===== src/dhh_pkg.sv =====
// Shared types, codes and calendar tables for the day and hour histogram.
// Used by every module of the histogram core; depends on nothing.
`timescale 1ns / 1ps

package dhh_pkg;

  localparam int DEF_DAY_BINS  = 4096;
  localparam int DEF_BASE_YEAR = 2009;
  localparam int HOUR_BINS     = 24;
  localparam int ADDR_MAX_W    = 16;
  localparam int DATE_W        = 21;
  localparam int CNT_W         = 32;
  localparam int QDEPTH        = 2;
  localparam int RECIP100      = 5243;
  localparam int RECIP100_SH   = 19;

  typedef enum logic [1:0] {
    CMD_RECORD  = 2'd0,
    CMD_RD_DAY  = 2'd1,
    CMD_RD_HOUR = 2'd2,
    CMD_UNUSED  = 2'd3
  } cmd_t;

  typedef enum logic [1:0] {
    STS_RECORDED = 2'd0,
    STS_INVALID  = 2'd1,
    STS_RANGE    = 2'd2,
    STS_READ     = 2'd3
  } status_t;

  typedef enum logic [1:0] {
    K_REC     = 2'd0,
    K_RD_DAY  = 2'd1,
    K_RD_HOUR = 2'd2,
    K_RESP    = 2'd3
  } kind_t;

  typedef enum logic [1:0] {
    BK_CLEAR = 2'd0,
    BK_IDLE  = 2'd1,
    BK_READ  = 2'd2
  } bk_state_t;

  typedef struct packed {
    kind_t                 kind;
    status_t               status;
    logic [ADDR_MAX_W-1:0] addr;
    logic [11:0]           day_number;
    logic [4:0]            hour;
    logic [DATE_W-1:0]     date;
  } entry_t;

  function automatic logic [4:0] month_len(input logic [3:0] m);
    logic [4:0] r;
    unique case (m)
      4'd1, 4'd3, 4'd5, 4'd7, 4'd8, 4'd10, 4'd12: r = 5'd31;
      4'd4, 4'd6, 4'd9, 4'd11:                    r = 5'd30;
      4'd2:                                       r = 5'd28;
      default:                                    r = 5'd0;
    endcase
    return r;
  endfunction

  function automatic logic [8:0] month_start(input logic [3:0] m);
    logic [8:0] r;
    unique case (m)
      4'd1:    r = 9'd0;
      4'd2:    r = 9'd31;
      4'd3:    r = 9'd59;
      4'd4:    r = 9'd90;
      4'd5:    r = 9'd120;
      4'd6:    r = 9'd151;
      4'd7:    r = 9'd181;
      4'd8:    r = 9'd212;
      4'd9:    r = 9'd243;
      4'd10:   r = 9'd273;
      4'd11:   r = 9'd304;
      4'd12:   r = 9'd334;
      default: r = 9'd0;
    endcase
    return r;
  endfunction

endpackage


===== src/dhh_queue.sv =====
// Short queue of classified items between the front end and the back end.
// Depth comes from dhh_pkg.
`timescale 1ns / 1ps

module dhh_queue (
  input  logic            clk,
  input  logic            rst_n,
  input  logic            push,
  input  dhh_pkg::entry_t push_entry,
  input  logic            pop,
  output dhh_pkg::entry_t head,
  output logic            full,
  output logic            empty
);
  import dhh_pkg::*;

  localparam int PW = (QDEPTH > 1) ? $clog2(QDEPTH) : 1;
  localparam int CW = $clog2(QDEPTH + 1);

  entry_t        slot_r [QDEPTH];
  logic [PW-1:0] wr_ptr_r, wr_ptr_nxt, rd_ptr_r, rd_ptr_nxt;
  logic [CW-1:0] cnt_r, cnt_nxt;

  assign full  = (cnt_r == CW'(QDEPTH));
  assign empty = (cnt_r == '0);
  assign head  = slot_r[rd_ptr_r];

  always_comb begin
    wr_ptr_nxt = wr_ptr_r;
    rd_ptr_nxt = rd_ptr_r;
    cnt_nxt    = cnt_r;
    if (push) begin
      wr_ptr_nxt = (wr_ptr_r == PW'(QDEPTH - 1)) ? '0 : wr_ptr_r + PW'(1);
    end
    if (pop) begin
      rd_ptr_nxt = (rd_ptr_r == PW'(QDEPTH - 1)) ? '0 : rd_ptr_r + PW'(1);
    end
    if (push && !pop) begin
      cnt_nxt = cnt_r + CW'(1);
    end else if (pop && !push) begin
      cnt_nxt = cnt_r - CW'(1);
    end
  end

  always_ff @(posedge clk) begin
    if (!rst_n) begin
      wr_ptr_r <= '0;
      rd_ptr_r <= '0;
      cnt_r    <= '0;
    end else begin
      wr_ptr_r <= wr_ptr_nxt;
      rd_ptr_r <= rd_ptr_nxt;
      cnt_r    <= cnt_nxt;
    end
  end

  always_ff @(posedge clk) begin
    if (push) begin
      slot_r[wr_ptr_r] <= push_entry;
    end
  end

endmodule


===== config.mk =====
export PLATFORM = sky130hd
export DESIGN_NAME = dhh_queue
export DESIGN_NICKNAME = d
export VERILOG_FILES = /design/src/dhh_pkg.sv /design/src/dhh_queue.sv
export SDC_FILE = /design/constraint.sdc
export NUM_CORES = 1
export LEC_CHECK = 0
export ABC_AREA = 1
export BUFFER_PORTS_ARGS = -buffer_cell sky130_fd_sc_hd__buf_2
export CAP_MARGIN = 20
export CORE_ASPECT_RATIO = 1.25
export CORE_MARGIN = 2
export CORE_UTILIZATION = 35
export DETAILED_ROUTE_END_ITERATION = 12
export SLEW_MARGIN = 20
export SYNTH_ARGS = -nofsm -noshare
export SYNTH_HDL_FRONTEND = slang
export SYNTH_SLANG_ARGS = --single-unit

===== constraint.sdc =====
create_clock -name clk -period 5 [get_ports clk]
set_input_delay 0 -clock clk [delete_from_list [all_inputs] [get_ports clk]]
set_output_delay 0 -clock clk [all_outputs]
set_load 0.005 [all_outputs]

==> results of run 1 <==
-- flip-flops by register name, indices dropped and copies added (netlist names), named ones only --
signal    flops
rd_ptr_r      1
cnt_r         2
wr_ptr_r      1
slot_r      116
-- worst paths after layout --
kind / to / slack, ns / start / depth (start not counted)
setup / recovery: head[15] / 3.06 / flip-flop / 2
setup reg to reg: slot_r[1][47] / 3.14 / wr_ptr_r / 3
hold / removal: slot_r[1][51] / 0.31 / push_entry[51] / 2
hold reg to reg: rd_ptr_r / 0.50 / rd_ptr_r / 2
-- logic make-up after synthesis --
kind of cell | synth area share
flops | 0.798
compound gates | 0.00223
simple gates | 0.0167
buf+inv | 0.0176
mux | 0.162
fa+ha+maj | 0.00279
-- through the flow --
step / hold slack (ns) / total power, mW / instance area [sq um] / utilization
after floorplan: 0.0989 / 1.31 / 4490 / -
after global placement: 0.190 / 1.40 / 5280 / 0.419
after detailed placement: 0.192 / 1.41 / 5280 / 0.419
after global routing: 0.303 / 2.60 / 6430 / 0.510
after CTS: 0.294 / 2.54 / 6430 / 0.510
final: 0.312 / 2.50 / 6430 / 0.510
-- cell type report --
type                            count  share of cell area
Clock buffer                       18              0.0667
Clock inverter                     14              0.0169
Inverter                            8             0.00467
Multi-Input combinational cell     80               0.130
Sequential cell                   121               0.558
Tap cell                          168              0.0327
Timing Repair Buffer              184               0.191
-- synthesized netlist by cell type --
master,n
sky130_fd_sc_hd__buf_2,3
sky130_fd_sc_hd__nand2_1,8
sky130_fd_sc_hd__buf_6,3
sky130_fd_sc_hd__mux2_4,20
sky130_fd_sc_hd__o21ai_0,1
sky130_fd_sc_hd__a21oi_1,1
sky130_fd_sc_hd__mux2_2,38
sky130_fd_sc_hd__inv_1,8
sky130_fd_sc_hd__ha_1,1
sky130_fd_sc_hd__nand4_1,1
sky130_fd_sc_hd__edfxtp_1,116
sky130_fd_sc_hd__dfxtp_1,5
sky130_fd_sc_hd__nand3_1,1
sky130_fd_sc_hd__nor2_1,9
-- power by group through the flow --
stage	Sequential [mW]	Clock, mW	Combinational, mW
2_1_floorplan	1.21	0	0.109
3_3_place_gp	1.22	0	0.179
3_5_place_dp	1.22	0	0.184
4_1_cts	1.20	1.12	0.221
5_1_grt	1.21	1.16	0.238
6_report	1.20	1.08	0.218
-- per-layer routing --
metal  GRT usage  vias to the layer above  wire (um)
met5           0                        -          0
met4      0.0643                        0         92
met3      0.0441                        9        420
met2       0.218                       78       4430
met1       0.128                     1232       3350
li1            -                     1223          -
-- timing repair --
action,CTS,global route
hold buffers,61,0
endpoints found under the hold margin,121,0
buffers inserted,0,0
gates resized for setup,0,0
==> run summary, run 1 <==
The run finished with clean final reports. The clock drives 121 sinks. The total via count in the routed design came out at 2542. For this design, the slowest cell found on the critical path is sky130_fd_sc_hd__dfxtp_4.

The total area inside the core boundary comes to 0.0126 sq mm. The area growth from synthesis to layout is 43.3%. By area the synthesized netlist is led by sky130_fd_sc_hd__edfxtp_1, sky130_fd_sc_hd__mux2_2, sky130_fd_sc_hd__mux2_4. Measured along the x axis, the die boundary spans 105 um. Element type at the critical path start: a flip-flop. For the worst path setup slack after routing, the log shows 3.06 ns. The setup path with the least slack is of type reg -> out. The slew of the pin with the lowest slew margin is 0.894 ns, and the final-layout setup total negative slack is 0 ns. Yosys printed 0 warnings. The logs give 0.433 for the clock network fraction of design power and 0 for the diode insertion count for antenna repair. The root buffer cell is sky130_fd_sc_hd__clkbuf_16. Type of the worst min-delay path: in -> reg. For the cell area after synthesis, the log shows 0.00449 sq mm. The combined global-route utilization of all metal layers came out at 0.123. After detailed placement, the design holds a cell count of 500. The finished layout holds 593 standard cells, fillers aside.

Setup repair after global routing left no endpoint under its margin. The run gives 6 as the number of search-and-repair iterations in the first detailed-routing pass. In the layout the commonest cells are sky130_fd_sc_hd__buf_2, sky130_fd_sc_hd__edfxtp_1, sky130_fd_sc_hd__dlygate4sd3_1, sky130_fd_sc_hd__mux2_2, sky130_fd_sc_hd__mux2_4. For this design the total switching power over the nets is 0.523 mW. In the synthesized netlist, the number of instances is 215. The power density normalized to cell area works out to 389 mW/mm^2.

Setup violations remaining at the end of the flow were counted as 0. On the critical path the largest part of the delay comes from flip-flops. The number of port buffers came out at 121. Most common cell after layout, fill and taps aside: sky130_fd_sc_hd__buf_2. The die is 131 um tall. The detailed router finished its first iteration with 80 violations.

Along the worst path, the maximum fanout reaches 58. The sum of buffers and inverters on the critical path is 1, and the period utilization is 0.388. The switching power share of the total was 0.209; the fraction of post-synthesis cell area in the top cell type by area was 0.776. The logs give 0 for the count of final hold-check violations and 8290 um for the routed wire length.

In the final layout, the multi-input gates occupy 833 sq um. The number of top-level design ports is 122, and the number of rows created at floorplan is 46. The max-cap violation count is 0.

The run gives 0.218 mV as the worst vdd rail ir drop. The number of antenna violations at the first check in global routing came out at 0. Total CTS buffers: 17. Data on the critical path is required at its endpoint by 5.00 ns. The worst relative slew slack is 0.404. The signal on the critical path passes through mux2_2 -> buf_2. The worst slack after detailed placement was 3.13 ns; the maximum number of pins on one net before global-route repair was 59. The reported leakage power is 2.50 nW, and the number of register bits inferred by synthesis is 121. Routability-driven placement finished with a final weighted congestion of 0.677. TritonCTS built the clock tree.

The final net count is 475, and the total global routing overflow is 0. After legalization and detailed placement, the total HPWL measured 4930 um. The first global-routing pass estimated 12600 um of wire. The area occupied by registers was 0.00359 sq mm.

Synthesis produced a netlist with a net count of 278. The internal portion of total power is 1.98 mW, and the post-synthesis area per instance is 20.9 sq um. For the initial core utilization, the log shows 0.356. The number of unique standard cell types used by synthesis is 14, and the routed wirelength normalized by instance count is 14.0 um. The logs give 0.0138 sq mm for the area of the die and 0.480 for the sequential share of power. The clock period minus final worst setup slack works out to 1.94 ns. The tools report the type of element capturing the critical path as an output port. On the worst path, the slowest cell contributes a delay of 0.93 ns.

Fill cells in the final layout number 1066. The detail route stage leaves a number of antenna-violating nets equal to 0. The final-report max-slew violation count is 0, and the number of H-tree levels is 4. On the final layout, the worst clock skew is 0.00967 ns. The clock slew at the register clock pins of the worst setup and hold paths was 0.06 ns. The share of synthesized area occupied by flip-flops and latches is 0.798.

The tools report the clock latency of the later-clocked register in the worst-skew pair as 0.40 ns. The ratio of cells with drive above 1 in the final layout came out at 0.494. STA puts the critical path data arrival time at 1.94 ns. After detailed routing, the number of vias per cell comes to 4.29. The number of remaining DRC errors was 0.

The leading area contributor after synthesis is sky130_fd_sc_hd__edfxtp_1. No sink is reached through more buffers than the 2 on the longest clock path. The via count of the first global-routing pass came out at 2655.

The peak clock frequency supported by timing came out at 516 MHz. The combinational share of power was 0.087.
Power figures use the tool's default switching activity.
==> run 2, diff against run 1 <==
--- a/config.mk
+++ b/config.mk
@@ -5,7 +5,7 @@
 export SDC_FILE = /design/constraint.sdc
 export NUM_CORES = 1
 export LEC_CHECK = 0
-export ABC_AREA = 1
+export ABC_AREA = 0
 export BUFFER_PORTS_ARGS = -buffer_cell sky130_fd_sc_hd__buf_2
 export CAP_MARGIN = 20
 export CORE_ASPECT_RATIO = 1.25
==> constraint.sdc (replaced) <==
create_clock -name clk -period 1.9 [get_ports clk]
set_input_delay 0 -clock clk [delete_from_list [all_inputs] [get_ports clk]]
set_output_delay 0 -clock clk [all_outputs]
set_load 0.005 [all_outputs]
==> run 2 against run 1 <==
Global-route usage rose by 0.57 points. Routed wire length increased by 0.46%. Sequential share of layout area is 0.35 points lower. Critical endpoint is now head[43]. Cell area grew 0.56%.
==> run summary, run 2 <==
The run gives 2679 as the via count of the first global-routing pass. The leading cell type by number of instances after synthesis was sky130_fd_sc_hd__edfxtp_1. The reported leakage power was 2.47 nW.

Ranked by instance count, the synthesized netlist is headed by sky130_fd_sc_hd__edfxtp_1, sky130_fd_sc_hd__mux2_2, sky130_fd_sc_hd__dfxtp_1, sky130_fd_sc_hd__and2_1. The total nets after synthesis was 265; the sum of internal, switching and leakage power was 7.09 mW. The peak clock frequency supported by timing is 618 MHz, and the sequential share of power is 0.440.

The worst slack after detailed placement is 0.590 ns. The fraction of post-synthesis cell area in the top cell type by area was 0.791; the net switching power was 1.44 mW. In the final timing run, aggregate negative setup slack is 0 ns. In this design, the stage delay of the slowest critical-path cell is 0.41 ns. The gate family responsible for the most delay along the worst path was buffers and inverters. The logs give 61 for the count of hold-fix buffers inserted at cts and 121 for the CTS sink count.

The number of port buffers is 121. Clock-pin slew was measured on the worst setup and hold paths at 0.05 ns. Gates resized during post-CTS repair numbered 0. The root buffer cell is sky130_fd_sc_hd__clkbuf_16. The power density normalized to cell area works out to 1100 mW/mm^2. The final-report max-slew violation count was 0. The worst path in the final design needs a cycle of 1.62 ns, including I/O delays and setup. After detailed routing, the number of remaining DRC violations is 0. Across the routed clock network, the largest skew measured is 0.00552 ns. In this run the worst path has a maximum fanout of 29. Yosys attributes the largest share of cell area to sky130_fd_sc_hd__edfxtp_1, sky130_fd_sc_hd__mux2_2, sky130_fd_sc_hd__dfxtp_1. Relative to the synthesized area, the layout overhead comes to 46.8%. The deepest clock path buffer count is 2, and the number of antenna violations at the first check in global routing is 0. Synthesis instantiated 18 different standard cells from the library. The period utilization was 0.851. The worst setup path is of the reg -> out kind. The logs give 0.587 mV for the worst vdd rail ir drop and 0.283 ns for the worst path setup slack after routing. The register with the most flip-flops in the layout has 116 of them. The min-delay analysis places its worst path in the category in -> reg. The worst relative slew slack came out at 0.709. Setup repair after global routing left no endpoint under its margin. Clock network fraction of design power: 0.469. The clock latency of the later-clocked register in the worst-skew pair was 0.40 ns; the width of the die was 104 um. In the layout the commonest cells are sky130_fd_sc_hd__buf_2, sky130_fd_sc_hd__edfxtp_1, sky130_fd_sc_hd__dlygate4sd3_1, sky130_fd_sc_hd__mux2_2, sky130_fd_sc_hd__clkbuf_16. The ratio of cells with drive above 1 in the final layout is 0.528.

The worst setup path is captured at an output port. The die is 129 um tall. Combinational share of power: 0.091. The floorplan step defined a die boundary enclosing 0.0135 sq mm. The run finished with clean final reports. In the final layout, the registers with the most flip-flops are slot_r x116, cnt_r x2.

The routed wire length was 8330 um. Data required time at the worst endpoint: 1.90 ns. Switching power share of the total: 0.203. For this run, the post-layout net count is 467. The run gives 82 as the DRC violation total after the first TritonRoute iteration. The largest individual stage delay along the critical path comes from the cell sky130_fd_sc_hd__mux2_2. After floorplanning, the core was sized to cover 0.0122 sq mm.

The total overflow left after global routing is 0. The share of synthesized area occupied by flip-flops and latches was 0.814; the max-cap violation count was 0. The number of rows created at floorplan is 45, and the wire length of the first global-routing pass is 12900 um. 0 antenna diodes ended up in the layout. STA classifies the critical path startpoint as a flip-flop. Leaving out fill and tap cells, the most frequent cell in the layout is sky130_fd_sc_hd__buf_2. The detail route stage leaves a number of antenna-violating nets equal to 0.

Across all hold checks on the routed design, the worst slack comes to 0.136 ns. The number of search-and-repair iterations in the first detailed-routing pass is 4. The logs give 0 for the count of final hold-check violations and 4 for the number of H-tree levels. The routed layout has 2531 vias. The cell area after synthesis is 0.00440 sq mm, and the internal portion of total power is 5.65 mW. The layout has 1027 filler cells.

The number of register bits inferred by synthesis was 121; the total of endpoints with negative setup slack in the final report was 0. Synthesis produced a netlist whose cell count is 202. Each instance of the synthesized netlist takes up on average 21.8 sq um.

Leading area contributor after synthesis: sky130_fd_sc_hd__edfxtp_1. The routed wirelength normalized by instance count was 14.3 um. At the pin with the least slew margin, the transition time is 0.437 ns.

Entering global routing, the biggest net connects 33 pins. The logs give 0 for the number of buffers inserted by post-CTS setup repair and 122 for the number of top-level design ports. STA puts the critical path data arrival time at 1.62 ns. The fraction of synthesis flops using an asynchronous set or reset pin was 0; the number of placed cells counting well taps was 488.

The register with the most flip-flops is slot_r. Walking the worst path, the cells encountered are buf_4 -> mux2_2 -> buf_2. Together, buffers and inverters on the worst path number 2.

In this run, CTS created clock tree buffers numbering 17. The most used flip-flop cell after synthesis was sky130_fd_sc_hd__edfxtp_1. The tools report the number of standard cells in the final layout excluding fillers as 581. In this run, synthesis inferred 116 flip-flops with an integrated enable.

The logs give 0 for the warning count from the yosys run and 4950 um for the post-detailed-placement half-perimeter wirelength. TritonCTS built the clock tree. The combined global-route utilization of all metal layers came out at 0.128. Routed via count divided by cell count: 4.36. The logs give 0.360 for the initial core utilization and 0.677 for the final RePlAce weighted congestion.
[run 2: cell types whose count changed after synthesis, moves of 2 or more]
| cell | previous run | this run |
|---|---|---|
| sky130_fd_sc_hd__and2_1 | 0 | 4 |
| sky130_fd_sc_hd__mux2_4 | 20 | 0 |
| sky130_fd_sc_hd__nor2_1 | 9 | 1 |
| sky130_fd_sc_hd__inv_1 | 8 | 1 |
| sky130_fd_sc_hd__nand2_1 | 8 | 0 |
| sky130_fd_sc_hd__mux2_2 | 38 | 57 |
| sky130_fd_sc_hd__nor2b_1 | 0 | 2 |
| sky130_fd_sc_hd__xor2_1 | 0 | 2 |
[run 2: power by group through the flow]
stage                     Combinational, mW  Sequential, mW  Clock, mW
after floorplan                       0.299            3.16          0
after global placement                0.554            3.16          0
after detailed placement              0.559            3.17          0
after CTS                             0.661            3.12       3.42
after global routing                  0.709            3.13       3.54
final                                 0.646            3.12       3.33
[run 2: cells by family (layout without fill, tap and decap cells)]
logic type / count (synthesis) / count (layout) / synth area share
simple gates: 9 / 9 / 0.0128
flops: 121 / 121 / 0.814
fa+ha+maj: 1 / 1 / 0.00284
compound gates: 3 / 3 / 0.00455
mux: 58 / 58 / 0.148
buf+inv: 7 / 222 / 0.0119
xor+xnor: 3 / 3 / 0.00597
[run 2: per-layer routing]
layer  wire [um]  vias up  GRT usage
li1            -     1202          -
met1        3300     1248      0.139
met2        4500       73      0.227
met3         381        8     0.0458
met4         144        0     0.0572
met5           0        -          0
[run 2: stage by stage]
stage | instance area, sq um | util
3_5_place_dp | 5230 | 0.428
2_1_floorplan | 4410 | -
6_report | 6470 | 0.529
3_3_place_gp | 5230 | 0.428
4_1_cts | 6470 | 0.529
5_1_grt | 6470 | 0.529
[run 2: worst reg2reg max path: cells and delay by family, from the launching register on]
family                 cells  cell delay, ns
AO/OA/AOI/OAI              1            0.20
buffers and inverters      2            0.74
flip-flops                 1            0.38
AND/OR/NAND/NOR            1            0.06
[run 2: final timing paths]
path	slack (ns)	depth (start not counted)	end	from
max	0.28	3	head[43]	flip-flop
min	0.14	4	cnt_r[1]	push
max reg2reg	0.41	4	wr_ptr_r	wr_ptr_r
min reg2reg	0.51	2	cnt_r[1]	cnt_r[1]
[run 2: final cells by class]
cell class	count	area, sq um	share of cell area
well taps	164	205	0.0317
flip-flops and latches	121	3580	0.554
clock buffers	17	425	0.0658
clock inverters	15	201	0.0312
inverters	1	3.75	0.000580
repair buffers	189	1270	0.196
multi-input cells	74	777	0.120
