<file path="config.mk">
export PLATFORM = sky130hd
export DESIGN_NAME = dhh_front
export DESIGN_NICKNAME = d
export VERILOG_FILES = /design/src/dhh_pkg.sv /design/src/dhh_front.sv
export SDC_FILE = /design/constraint.sdc
export NUM_CORES = 1
export LEC_CHECK = 0
export ABC_AREA = 1
export BUFFER_PORTS_ARGS = -buffer_cell sky130_fd_sc_hd__buf_2
export CELL_PAD_IN_SITES_DETAIL_PLACEMENT = 1
export CELL_PAD_IN_SITES_GLOBAL_PLACEMENT = 2
export CORE_MARGIN = 5
export CORE_UTILIZATION = 35
export DETAILED_ROUTE_END_ITERATION = 6
export GPL_TIMING_DRIVEN = 0
export MAX_ROUTING_LAYER = met4
export PLACE_DENSITY_LB_ADDON = 0.1
export REMOVE_ABC_BUFFERS = 1
export SYNTH_ARGS = -nofsm -noshare
export SYNTH_HDL_FRONTEND = slang
export SYNTH_SLANG_ARGS = --single-unit
</file>
<file path="constraint.sdc">
create_clock -name clk -period 6.8 [get_ports clk]
set_clock_uncertainty 0.05 [all_clocks]
set_input_delay 0.68 -clock clk [delete_from_list [all_inputs] [get_ports clk]]
set_output_delay 0.68 -clock clk [all_outputs]
set_load 0.005 [all_outputs]
</file>
<file path="src/dhh_pkg.sv">
// Shared types, codes and calendar tables for the day and hour histogram.
// Used by every module of the histogram core; depends on nothing.
`timescale 1ns / 1ps

package dhh_pkg;

  localparam int DEF_DAY_BINS  = 4096;
  localparam int DEF_BASE_YEAR = 2009;
  localparam int HOUR_BINS     = 24;
  localparam int ADDR_MAX_W    = 16;
  localparam int DATE_W        = 21;
  localparam int CNT_W         = 32;
  localparam int QDEPTH        = 2;
  localparam int RECIP100      = 5243;
  localparam int RECIP100_SH   = 19;

  typedef enum logic [1:0] {
    CMD_RECORD  = 2'd0,
    CMD_RD_DAY  = 2'd1,
    CMD_RD_HOUR = 2'd2,
    CMD_UNUSED  = 2'd3
  } cmd_t;

  typedef enum logic [1:0] {
    STS_RECORDED = 2'd0,
    STS_INVALID  = 2'd1,
    STS_RANGE    = 2'd2,
    STS_READ     = 2'd3
  } status_t;

  typedef enum logic [1:0] {
    K_REC     = 2'd0,
    K_RD_DAY  = 2'd1,
    K_RD_HOUR = 2'd2,
    K_RESP    = 2'd3
  } kind_t;

  typedef enum logic [1:0] {
    BK_CLEAR = 2'd0,
    BK_IDLE  = 2'd1,
    BK_READ  = 2'd2
  } bk_state_t;

  typedef struct packed {
    kind_t                 kind;
    status_t               status;
    logic [ADDR_MAX_W-1:0] addr;
    logic [11:0]           day_number;
    logic [4:0]            hour;
    logic [DATE_W-1:0]     date;
  } entry_t;

  function automatic logic [4:0] month_len(input logic [3:0] m);
    logic [4:0] r;
    unique case (m)
      4'd1, 4'd3, 4'd5, 4'd7, 4'd8, 4'd10, 4'd12: r = 5'd31;
      4'd4, 4'd6, 4'd9, 4'd11:                    r = 5'd30;
      4'd2:                                       r = 5'd28;
      default:                                    r = 5'd0;
    endcase
    return r;
  endfunction

  function automatic logic [8:0] month_start(input logic [3:0] m);
    logic [8:0] r;
    unique case (m)
      4'd1:    r = 9'd0;
      4'd2:    r = 9'd31;
      4'd3:    r = 9'd59;
      4'd4:    r = 9'd90;
      4'd5:    r = 9'd120;
      4'd6:    r = 9'd151;
      4'd7:    r = 9'd181;
      4'd8:    r = 9'd212;
      4'd9:    r = 9'd243;
      4'd10:   r = 9'd273;
      4'd11:   r = 9'd304;
      4'd12:   r = 9'd334;
      default: r = 9'd0;
    endcase
    return r;
  endfunction

endpackage

</file>
<file path="src/dhh_front.sv">
// Front end: accepts items, checks the date and computes the day number.
// Constant products are registered, then sums and checks follow; depends on dhh_pkg.
`timescale 1ns / 1ps

module dhh_front #(
  parameter int DAY_BINS  = dhh_pkg::DEF_DAY_BINS,
  parameter int BASE_YEAR = dhh_pkg::DEF_BASE_YEAR
) (
  input  logic            clk,
  input  logic            rst_n,
  input  logic            busy,
  input  logic            in_valid,
  output logic            in_stall,
  input  logic [1:0]      in_command,
  input  logic [11:0]     in_year,
  input  logic [3:0]      in_month,
  input  logic [4:0]      in_day,
  input  logic [4:0]      in_hour,
  input  logic [11:0]     in_bin_index,
  input  logic            q_full,
  output logic            q_push,
  output dhh_pkg::entry_t q_entry
);
  import dhh_pkg::*;

  localparam int BASE_P    = BASE_YEAR - 1;
  localparam int BASE_DAYS = 365 * BASE_P + BASE_P / 4 - BASE_P / 100 + BASE_P / 400;

  logic        s1_vld_r, s1_vld_nxt;
  cmd_t        cmd_r;
  logic [11:0] year_r, idx_r;
  logic [3:0]  month_r;
  logic [4:0]  day_r, hour_r;
  logic [20:0] p365_r;
  logic [5:0]  qp_r, qy_r;

  logic        accept;
  logic [11:0] p_in, p_w;
  logic [24:0] qp_prod, qy_prod;
  logic        div100, leap, month_ok, hour_ok, day_ok;
  logic [4:0]  mlen;
  logic [21:0] dn;

  assign accept   = in_valid && !in_stall;
  assign in_stall = busy || (s1_vld_r && q_full);
  assign q_push   = s1_vld_r && !q_full;

  assign p_in    = in_year - 12'd1;
  assign qp_prod = 25'(p_in) * 25'(RECIP100);
  assign qy_prod = 25'(in_year) * 25'(RECIP100);

  always_comb begin
    s1_vld_nxt = s1_vld_r;
    if (accept) begin
      s1_vld_nxt = 1'b1;
    end else if (q_push) begin
      s1_vld_nxt = 1'b0;
    end
  end

  always_ff @(posedge clk) begin
    if (!rst_n) begin
      s1_vld_r <= 1'b0;
    end else begin
      s1_vld_r <= s1_vld_nxt;
    end
  end

  always_ff @(posedge clk) begin
    if (accept) begin
      cmd_r   <= cmd_t'(in_command);
      year_r  <= in_year;
      month_r <= in_month;
      day_r   <= in_day;
      hour_r  <= in_hour;
      idx_r   <= in_bin_index;
      p365_r  <= 21'(p_in) * 21'd365;
      qp_r    <= qp_prod[RECIP100_SH +: 6];
      qy_r    <= qy_prod[RECIP100_SH +: 6];
    end
  end

  assign p_w      = year_r - 12'd1;
  assign div100   = ((13'(qy_r) * 13'd100) == 13'(year_r));
  assign leap     = (year_r[1:0] == 2'd0 && !div100) || (div100 && qy_r[1:0] == 2'd0);
  assign mlen     = month_len(month_r) + 5'((month_r == 4'd2) && leap);
  assign month_ok = (month_r >= 4'd1) && (month_r <= 4'd12);
  assign hour_ok  = (hour_r < 5'(HOUR_BINS));
  assign day_ok   = (day_r >= 5'd1) && (day_r <= mlen);
  assign dn       = 22'(p365_r) + 22'(p_w[11:2]) - 22'(qp_r) + 22'(qp_r[5:2])
                  - 22'(BASE_DAYS) + 22'(month_start(month_r)) + 22'(day_r) - 22'd1
                  + 22'((month_r > 4'd2) && leap);

  always_comb begin
    q_entry            = '0;
    q_entry.kind       = K_RESP;
    q_entry.status     = STS_RANGE;
    unique case (cmd_r)
      CMD_RECORD: begin
        if (!month_ok || !hour_ok || !day_ok) begin
          q_entry.status = STS_INVALID;
        end else if (year_r < 12'(BASE_YEAR) || dn >= 22'(DAY_BINS)) begin
          q_entry.status = STS_RANGE;
        end else begin
          q_entry.kind       = K_REC;
          q_entry.status     = STS_RECORDED;
          q_entry.addr       = ADDR_MAX_W'(dn);
          q_entry.day_number = dn[11:0];
          q_entry.hour       = hour_r;
          q_entry.date       = {year_r, month_r, day_r};
        end
      end
      CMD_RD_DAY: begin
        if (32'(idx_r) < 32'(DAY_BINS)) begin
          q_entry.kind       = K_RD_DAY;
          q_entry.status     = STS_READ;
          q_entry.addr       = ADDR_MAX_W'(idx_r);
          q_entry.day_number = idx_r;
        end
      end
      CMD_RD_HOUR: begin
        if (idx_r < 12'(HOUR_BINS)) begin
          q_entry.kind   = K_RD_HOUR;
          q_entry.status = STS_READ;
          q_entry.hour   = idx_r[4:0];
        end
      end
      CMD_UNUSED: begin
        q_entry.kind = K_RESP;
      end
      default: begin
        q_entry.kind = K_RESP;
      end
    endcase
  end

endmodule

</file>
==> impl_metrics.csv, run 1 <==
group,metric,value,unit
worst_setup_path,critical_path_required,6.07,ns
sta,timing_max_transition_violations_final,0,
finish,utilization_after_layout,40.8,%
power_and_ir_drop,worst_ir_drop_vdd,0.323,mV
drt,route.final.wire_length,38800,um
place,detailed_place_hpwl,33900,um
worst_setup_path,critical_path_arrival,6.61,ns
sta,worst_hold_slack,0.444,ns
finish,layout_commonest_cell,"sky130_fd_sc_hd__inv_1",
clocking,clock_tree_from_tritoncts,"done",
place,numPortBuffers,100,
sta,layout_setup_ws,-0.537,ns
worst_setup_path,critical_path.max_stage_delay,0.55,ns
run_status,outcome,"finished, violations left",
sta,timing_hold_violations_final,0,
place,dp_worst_setup_slack,-1.28,ns
worst_setup_path,setup.worst_path.class,"flop to primary output",
floorplanning,placeableCoreArea,0.0411,sq mm
logic_synthesis,synthDominantCellAreaShare,25.0,%
power_and_ir_drop,p_leak,8.85,nW
clocking,clkLatencyLatePin,0.35,ns
power_and_ir_drop,pwrdens,484,mW/mm^2
logic_synthesis,synth.area.top_cells,"sky130_fd_sc_hd__ha_1 25%, sky130_fd_sc_hd__fa_1 21%, sky130_fd_sc_hd__edfxtp_1 15%",
sta,finalWorstPathRequiredPeriod,7.34,ns
drt,detail-route-antenna-nets,0,
drt,top_signal_layer_used,"met4",
logic_synthesis,mappedNetlistArea,0.0146,sq mm
drt,remaining_drc_errors,0,
drt,met3RoutedLength,578,um
drt,routed_via_density,4.71,
clocking,hold_buffers,0,
sta,setup_repair_after_global_routing_missed_its_margin,"yes",
place,globalplace.congestion,0.816,
sta,layout_worst_path_cycle_share,108,%
finish,final_cell_mix,"380 x sky130_fd_sc_hd__inv_1, 279 x sky130_fd_sc_hd__ha_1, 265 x sky130_fd_sc_hd__nand2_1",
floorplanning,pin_count,105,
worst_setup_path,critical_path_peak_fanout,7,
clocking,cell_chosen_for_the_clock_root,"sky130_fd_sc_hd__clkbuf_16",
logic_synthesis,synthesized_instance_count,1680,
worst_setup_path,setup.worst_path.end_class,"primary output",
finish,fin_cells,2345,
run_status,failed_checks,"setup timing",
floorplanning,floorplan.die_area,0.0460,sq mm
clocking,max_h_tree_level,3,
sta,report.final.setup_viol,53,
floorplanning,std_cell_rows,74,
global_route,grt_max_degree,54,
drt,met2_wirelength_from_detailed_routing,19900,um
logic_synthesis,synth_area_leader_cell,"sky130_fd_sc_hd__ha_1",
worst_hold_path,worst_hold_path_type,"input port to flop",
clocking,ctsLongestPathBuffers,2,
clocking,clkSinkCount,86,
logic_synthesis,ys_warn_count,0,
drt,starting_drt_drc_count,259,
logic_synthesis,seq_area_frac_synth,16.8,%
job,drv_cap,0,
clocking,cts_buffers,9,
sta,highest_clock_rate,136,MHz
worst_setup_path,timing.critical_path.mode_cell,"sky130_fd_sc_hd__inv_2",
finish,antenna_cells,0,
drt,routed_wire_length_per_instance,16.5,um
finish,filler_cell_count,4876,
drt,route.layer.met1.wl,17600,um
drt,drt_pass1_iterations,4,
global_route,grt.overflow.total,0,
drt,total_number_of_vias,11100,
global_route,grt_antenna_before_repair,0,
floorplanning,die_width,214,um
logic_synthesis,synth-seq-cells,86,
worst_setup_path,worst_setup_path_start_kind,"flop",
sta,tightest_slew,1.07,ns
clocking,cts.clk_slew.worst_paths,0.08,ns
sta,maxSlewHeadroom,27.9,%
finish,area_delta_synth_final,14.7,%
global_route,grtUsageTotal,17.8,%
global_route,grt_first_pass_wirelength,64600,um
floorplanning,die_y,214,um
finish,drive_above_1_share,14.0,%
logic_synthesis,synthDistinctLibCells,46,
power_and_ir_drop,finalPower,0.00812,W
worst_setup_path,critical-path-slowest-cell,"sky130_fd_sc_hd__fa_2",
floorplanning,start_util,35.6,%
place,place_inst,2293,
finish,finish.net_count,2299,
logic_synthesis,avgSynthCellArea,8.71,sq um
global_route,via_count_of_the_first_global_routing_pass,12300,
==> kinds of logic after synthesis <==
family | count (synthesis) | synth area share (%)
fa+ha+maj | 446 | 46.1
other cells | 1 | 0.0256
xor+xnor | 64 | 3.83
compound gates | 170 | 6.28
flops | 86 | 16.8
simple gates | 496 | 15.6
buf+inv | 417 | 11.4
==> metal layers <==
| layer | vias up | track usage (%) |
|---|---|---|
| li1 | 5577 | - |
| met1 | 5339 | 22.6 |
| met2 | 105 | 31.7 |
| met3 | 29 | 1.12 |
| met4 | 0 | 3.74 |
| met5 | - | - |
==> final cells by class <==
class	count	area, sq um	share of cell area (%)
Inverter	394	1490	8.87
Clock buffer	10	239	1.42
Clock inverter	6	75.1	0.447
Timing Repair Buffer	136	937	5.58
Multi-Input combinational cell	1181	10900	65.1
Sequential cell	86	2450	14.6
Tap cell	532	666	3.97
==> synth_stat cells (all sizes together) <==
library cell / number
fa: 154
a2111oi: 1
a21oi: 86
a31oi: 5
o31ai: 2
clkinv: 1
xnor2: 17
o21ai: 56
a211o: 1
nand2: 277
a21o: 5
o22ai: 1
a21boi: 3
or2: 3
buf: 20
o21bai: 3
xor2: 47
nand4: 30
edfxtp: 73
nand3b: 4
nor3: 17
a221oi: 1
dfxtp: 13
o221ai: 1
inv: 393
conb: 1
clkbuf: 3
and2: 2
nor4: 2
o211ai: 5
nand3: 54
ha: 292
nor2: 107
==> power breakdown <==
group | internal [W] | leakage (nW) | switching [W]
logic | 0.00264 | 7.90 | 0.00412
clock network | 0.000302 | 0.157 | 0.000234
registers | 0.000760 | 0.792 | 0.0000580
==> repair_timing <==
item,in CTS,in global routing
gates resized for setup,70,25
setup endpoints to repair,59,58
gates cloned,1,1
pin swaps,31,23
hold endpoints to repair,0,0
setup buffers,20,14
==> per-stage QoR <==
| stage | instance area, sq um | TNS, ns |
|---|---|---|
| finish | 16800 | -26.48 |
| global route | 16800 | -45.72 |
| CTS | 16500 | -35.29 |
| detailed placement | 15600 | -66.31 |
| global placement | 15600 | -60.35 |
| floorplan | 14400 | 0 |
==> worst max-delay path, delay by kind of cell, from the launching register on <==
kind                     cells  cell delay [ns]
AO/OA/AOI/OAI                3             0.36
XOR/XNOR                     1             0.15
adder cells (fa/ha/maj)      9             2.94
buffers and inverters        8             0.76
flip-flops                   1             0.42
AND/OR/NAND/NOR             16             1.64
==> worst paths after layout <==
kind	from	to	slack, ns	depth (start not counted)
max	qy_r[1]$_DFFE_PP_	q_entry[12]	-0.54	37
min	in_day[0]	day_r[0]$_DFFE_PP_	0.44	1
max reg2reg	s1_vld_r$_SDFFE_PN0P_	flop	3.97	12
min reg2reg	s1_vld_r$_SDFFE_PN0P_	s1_vld_r$_SDFFE_PN0P_	0.55	4
No activity file was read; power rests on OpenSTA's default activity.
==> inputs of run 2 (changes only) <==
--- a/config.mk
+++ b/config.mk
@@ -15,7 +15,6 @@
 export GPL_TIMING_DRIVEN = 0
 export MAX_ROUTING_LAYER = met4
 export PLACE_DENSITY_LB_ADDON = 0.1
-export REMOVE_ABC_BUFFERS = 1
 export SYNTH_ARGS = -nofsm -noshare
 export SYNTH_HDL_FRONTEND = slang
 export SYNTH_SLANG_ARGS = --single-unit
==> run 2 against run 1 <==
  * The flow still finishes with violations (setup timing)
  * Count of clock-buffer cells in the layout decreased by 1
  * Sequential share of layout area decreased by 0.21 points
  * Flip-flop and latch count unchanged
  * Setup slack got worse by 0.15 ns
  * Highest routed layer unchanged
  * Via count increased by 0.42%
  * Critical endpoint is now q_entry[10]
  * Largest power group unchanged
  * Combinational power about the same
==> impl_metrics.csv, run 2 (same netlist as run 1, synthesis figures left out) <==
group,metric,value,unit
run_status,outcome,"finished, violations left",
run_status,failed_checks,"setup timing",
worst_setup_path,reg2regPathDepth,12,
place,detailed_place_hpwl,34000,um
floorplanning,floorplan.die_area,0.0460,sq mm
power_and_ir_drop,power.combinational.fraction,83.8,%
worst_setup_path,critical-path-slowest-cell,"sky130_fd_sc_hd__fa_1",
finish,layout_commonest_cell,"sky130_fd_sc_hd__inv_1",
sta,timing_hold_violations_final,0,
power_and_ir_drop,switching_share_of_power,54.7,%
place,numPortBuffers,100,
global_route,grt.overflow.total,0,
finish,final_cell_mix,"382 x sky130_fd_sc_hd__inv_1, 281 x sky130_fd_sc_hd__ha_1, 260 x sky130_fd_sc_hd__nand2_1",
worst_setup_path,worst_setup_path_start_kind,"flop",
power_and_ir_drop,power.clock.fraction,6.0,%
sta,report.final.setup_viol,53,
worst_setup_path,timing.critical_path.mode_cell,"sky130_fd_sc_hd__inv_2",
clocking,hold_buffers,0,
power_and_ir_drop,pwrdens,472,mW/mm^2
finish,drive_above_1_share,14.9,%
sta,maxSlewHeadroom,25.9,%
clocking,cts_buffers,9,
floorplanning,std_cell_rows,74,
drt,remaining_drc_errors,0,
clocking,cell_chosen_for_the_clock_root,"sky130_fd_sc_hd__clkbuf_16",
power_and_ir_drop,seq_power_share,10.1,%
sta,finalWorstPathRequiredPeriod,7.49,ns
floorplanning,die_y,214,um
floorplanning,die_width,214,um
finish,filler_cell_count,4871,
floorplanning,placeableCoreArea,0.0411,sq mm
clocking,max_h_tree_level,3,
floorplanning,start_util,35.6,%
drt,routed_via_density,4.68,
sta,layout_worst_path_cycle_share,110,%
power_and_ir_drop,p_int,0.00364,W
power_and_ir_drop,power.net_switching,0.00439,W
worst_setup_path,setup.worst_path.end_class,"primary output",
power_and_ir_drop,p_leak,8.97,nW
worst_setup_path,critical_path.max_stage_delay,0.52,ns
power_and_ir_drop,finalPower,0.00803,W
drt,total_number_of_vias,11100,
worst_hold_path,worstHoldStart,"in_bin_index[3]",
worst_setup_path,critical_path_peak_fanout,5,
clocking,clock_tree_from_tritoncts,"done",
clocking,clkLatencyLatePin,0.35,ns
power_and_ir_drop,worst_ir_drop_vdd,0.269,mV
worst_hold_path,worstHoldEndpoint,"idx_r[3]$_DFFE_PP_",
drt,routed_wire_length_per_instance,16.3,um
clocking,clkSinkCount,86,
finish,finish.net_count,2323,
drt,route.final.wire_length,38600,um
drt,detail-route-antenna-nets,0,
floorplanning,pin_count,105,
sta,highest_clock_rate,134,MHz
clocking,ctsLongestPathBuffers,2,
sta,setup_repair_after_global_routing_missed_its_margin,"yes",
finish,utilization_after_layout,41.4,%
place,globalplace.congestion,0.814,
sta,tightest_slew,1.10,ns
global_route,grt_max_degree,55,
worst_hold_path,worst_hold_path_type,"input port to flop",
worst_hold_path,hold_critical_path_depth,1,
finish,antenna_cells,0,
job,drv_cap,0,
worst_setup_path,timing.rr.start,"s1_vld_r$_SDFFE_PN0P_",
worst_setup_path,critical_path_arrival,6.76,ns
worst_setup_path,setup.worst_path.class,"flop to primary output",
clocking,cts.clk_slew.worst_paths,0.07,ns
worst_setup_path,worst-r2r-setup-slack,3.99,ns
worst_setup_path,critical_path_required,6.07,ns
global_route,via_count_of_the_first_global_routing_pass,12300,
sta,timing_max_transition_violations_final,0,
drt,starting_drt_drc_count,309,
global_route,grtUsageTotal,17.6,%
drt,drt_pass1_iterations,4,
finish,area_delta_synth_final,16.4,%
global_route,grt_antenna_before_repair,0,
sta,layout_setup_ws,-0.686,ns
global_route,grt_first_pass_wirelength,64100,um
-- run 2: changes by cell type in the layout (fill, tap and decap cells not counted), moves of 3 or more --
cell,previous run,this run
sky130_fd_sc_hd__nand3_2,8,12
sky130_fd_sc_hd__nand2_2,9,13
sky130_fd_sc_hd__buf_16,1,4
sky130_fd_sc_hd__ha_4,12,8
sky130_fd_sc_hd__buf_2,93,81
sky130_fd_sc_hd__buf_4,23,37
sky130_fd_sc_hd__buf_6,13,29
sky130_fd_sc_hd__nand3_1,44,41
sky130_fd_sc_hd__clkbuf_1,0,3
sky130_fd_sc_hd__nand2_1,265,260
-- run 2: worst max-delay path by stage --
stage,slack [ns],start,endpoint,depth (start not counted)
finish,-0.69,qy_r[1]$_DFFE_PP_,q_entry[10],38
floorplan,0.16,qy_r[1]$_DFFE_PP_,q_entry[44],35
detailed placement,-1.08,in_year[0],qp_r[4]$_DFFE_PP_,25
global route,-1.07,qy_r[1]$_DFFE_PP_,q_entry[10],39
CTS,-0.77,qy_r[1]$_DFFE_PP_,q_entry[10],38
global placement,-1.04,qy_r[1]$_DFFE_PP_,q_entry[46],36
-- run 2: stage by stage --
step | instance area, sq um | worst slack, ns | hold slack (ns) | TNS, ns | instances
after floorplan | 14600 | 0.158 | 0.485 | 0 | 1683
after CTS | 16800 | -0.771 | 0.431 | -36.52 | 2361
after detailed placement | 15800 | -1.08 | 0.533 | -56.17 | 2316
after global placement | 15800 | -1.04 | 0.533 | -54.22 | 2315
final | 17000 | -0.686 | 0.453 | -30.21 | 2369
after global routing | 17000 | -1.07 | 0.426 | -50.96 | 2369
-- run 2: power by group through the flow --
| stage | logic (W) | clock network [W] | registers [W] |
|---|---|---|---|
| 6_report | 0.00673 | 0.000484 | 0.000814 |
| 5_1_grt | 0.00785 | 0.000528 | 0.000825 |
| 4_1_cts | 0.00677 | 0.000503 | 0.000816 |
| 3_5_place_dp | 0.00636 | 0 | 0.000831 |
| 3_3_place_gp | 0.00627 | 0 | 0.000831 |
| 2_1_floorplan | 0.00477 | 0 | 0.000808 |
-- run 2: what timing repair did --
item,in CTS,in global routing
cloned,3,0
resized for setup,81,38
setup buffers,26,8
pin swaps,36,40
setup endpoints to repair,59,58
-- run 2: final cells by class --
class                   instances  area (sq um)  share of cell area [%]
multi-input cells            1180         10900                    63.9
repair buffers                138          1050                    6.18
clock inverters                 7          53.8                   0.316
inverters                     394          1490                    8.74
flip-flops and latches         86          2450                    14.4
well taps                     532           666                    3.91
plain buffers                  23           201                    1.18
clock buffers                   9           225                    1.32
-- run 2: critical path: cells and delay by family, from the launching register on --
kind / cells / cell delay (ns)
compound gates: 3 / 0.37
buf+inv: 9 / 0.83
fa+ha+maj: 9 / 2.81
xor+xnor: 2 / 0.33
simple gates: 15 / 1.60
flops: 1 / 0.44
-- run 2: metal layers --
layer | wire length [um] | global-route usage (%) | vias up | share of wire, %
li1 | - | - | 5629 | -
met1 | 17700 | 21.9 | 5361 | 46
met2 | 19900 | 31.9 | 85 | 52
met3 | 570 | 1.52 | 21 | 1.5
met4 | 447 | 2.96 | 0 | 1.2
met5 | 0 | - | - | 0
==> inputs of run 3 (changes only) <==
--- a/config.mk
+++ b/config.mk
@@ -14,7 +14,7 @@
 export DETAILED_ROUTE_END_ITERATION = 6
 export GPL_TIMING_DRIVEN = 0
 export MAX_ROUTING_LAYER = met4
-export PLACE_DENSITY_LB_ADDON = 0.1
+export PLACE_DENSITY = 0.78
 export SYNTH_ARGS = -nofsm -noshare
 export SYNTH_HDL_FRONTEND = slang
 export SYNTH_SLANG_ARGS = --single-unit
==> run 3 against run 2 <==
  * Sequential power is 0.9% higher
  * Core utilization is 0.14 points lower
  * Flip-flop and latch count stayed put
  * Clock power is 14% higher
  * Worst hold slack worse by 0.014 ns
  * Setup slack better by 0.071 ns
  * Highest routed layer unchanged
  * Final cell count is 0.17% lower
  * Critical path depth stayed put
  * The flow still finishes with violations (setup timing)
  * First-iteration DRC count stayed put
  * Critical path type unchanged
==> impl_metrics.csv, run 3 (same netlist as run 1, synthesis figures left out) <==
group,metric,value,unit
clocking,clock_tree_from_tritoncts,"done",
sta,setup_repair_after_global_routing_missed_its_margin,"yes",
drt,detail-route-antenna-nets,0,
finish,utilization_after_layout,41.3,%
sta,timing_hold_violations_final,0,
drt,routed_wire_length_per_instance,16.4,um
finish,drive_above_1_share,14.8,%
drt,drt_pass1_iterations,6,
power_and_ir_drop,finalPower,0.00814,W
worst_setup_path,setup.worst_path.class,"flop to primary output",
place,numPortBuffers,100,
worst_setup_path,critical_path.n_buffers_inverters,9,
sta,highest_clock_rate,135,MHz
clocking,cts_buffers,9,
clocking,ctsLongestPathBuffers,2,
drt,route.final.wire_length,38900,um
sta,layout_worst_path_cycle_share,109,%
sta,tns,-27.24,ns
clocking,max_h_tree_level,3,
place,detailed_place_hpwl,34000,um
floorplanning,placeableCoreArea,0.0411,sq mm
worst_setup_path,path_delay_family,"adder cells",
global_route,grt.overflow.total,0,
finish,final_cell_mix,"381 x sky130_fd_sc_hd__inv_1, 280 x sky130_fd_sc_hd__ha_1, 260 x sky130_fd_sc_hd__nand2_1",
global_route,global_route.usage.met3,1.81,%
worst_setup_path,worst_setup_path_start_kind,"flop",
worst_setup_path,critical_path_peak_fanout,5,
sta,tightest_slew,1.13,ns
power_and_ir_drop,p_leak,8.93,nW
power_and_ir_drop,pwrdens,480,mW/mm^2
worst_setup_path,timing.critical_path.mode_cell,"sky130_fd_sc_hd__inv_2",
worst_setup_path,critical_path.max_stage_delay,0.51,ns
sta,report.final.setup_viol,53,
global_route,gr-usage-met1,21.5,%
floorplanning,start_util,35.6,%
clocking,clkLatencyLatePin,0.36,ns
run_status,outcome,"finished, violations left",
sta,worst_hold_slack,0.439,ns
global_route,via_count_of_the_first_global_routing_pass,12700,
finish,finish.net_count,2319,
finish,layout_commonest_cell,"sky130_fd_sc_hd__inv_1",
sta,timing_max_transition_violations_final,0,
floorplanning,pin_count,105,
sta,maxSlewHeadroom,24.0,%
floorplanning,die_y,214,um
finish,antenna_cells,0,
drt,starting_drt_drc_count,309,
place,globalplace.congestion,0.841,
power_and_ir_drop,worst_ir_drop_vdd,0.254,mV
drt,total_number_of_vias,11300,
worst_setup_path,critical-path-slowest-cell,"sky130_fd_sc_hd__fa_1",
worst_hold_path,worst_hold_path_type,"input port to flop",
global_route,grt_first_pass_wirelength,64800,um
worst_setup_path,critical_path_arrival,6.68,ns
finish,area_delta_synth_final,16.0,%
global_route,grt_antenna_before_repair,0,
run_status,failed_checks,"setup timing",
sta,finalWorstPathRequiredPeriod,7.41,ns
clocking,clkSinkCount,86,
drt,remaining_drc_errors,0,
global_route,gr-max-usage-layer,"met2",
job,drv_cap,0,
drt,routed_via_density,4.79,
clocking,cell_chosen_for_the_clock_root,"sky130_fd_sc_hd__clkbuf_16",
global_route,grt_max_degree,50,
global_route,global_route.usage.met2,31.5,%
floorplanning,std_cell_rows,74,
floorplanning,floorplan.die_area,0.0460,sq mm
floorplanning,die_width,214,um
global_route,grtUsageTotal,17.7,%
clocking,cts.clk_slew.worst_paths,0.08,ns
worst_setup_path,critical_path_required,6.07,ns
sta,layout_setup_ws,-0.615,ns
worst_setup_path,setup.worst_path.end_class,"primary output",
## run 3: repair_timing
item,in CTS,in global routing
gates resized for setup,81,23
setup endpoints to repair,59,58
pin swaps,39,37
cloned,0,2
hold buffers,0,0
buffers inserted,15,16
## run 3: through the flow
stage,std cells,setup WS [ns],instance area [sq um]
finish,2365,-0.615,17000
global route,2365,-0.940,17000
CTS,2347,-0.730,16700
detailed placement,2316,-1.19,15800
global placement,2315,-0.971,15800
floorplan,1683,0.158,14600
## run 3: per-layer routing
metal	up-vias	part of all wire, %	routed length (um)
li1	5606	-	-
met1	5536	44	17300
met2	147	51	19800
met3	46	2.4	943
met4	0	2.3	894
met5	-	0	0
## run 3: area by class of cell
class | instances | area, sq um
Fill cell | 4859 | 24100
Inverter | 394 | 1490
Sequential cell | 86 | 2450
Timing Repair Buffer | 134 | 938
Buffer | 23 | 209
Tap cell | 532 | 666
Multi-Input combinational cell | 1180 | 10900
Clock buffer | 10 | 229
Clock inverter | 6 | 93.8
## run 3: report_power, final
part	leakage (nW)	internal (W)	switching (W)
clock	0.147	0.000325	0.000228
combinational	7.99	0.00264	0.00413
sequential	0.792	0.000760	0.0000610
## run 3: path summary, 6_finish.rpt
kind                                         endpoint  cells after the start  slack, ns                  start
worst max-delay path                      q_entry[14]                     38      -0.61      qy_r[1]$_DFFE_PP_
worst min-delay path               day_r[2]$_DFFE_PP_                      1       0.44              in_day[2]
worst max register to register                   flop                     12       3.96  s1_vld_r$_SDFFE_PN0P_
worst min register to register  s1_vld_r$_SDFFE_PN0P_                      4       0.55  s1_vld_r$_SDFFE_PN0P_
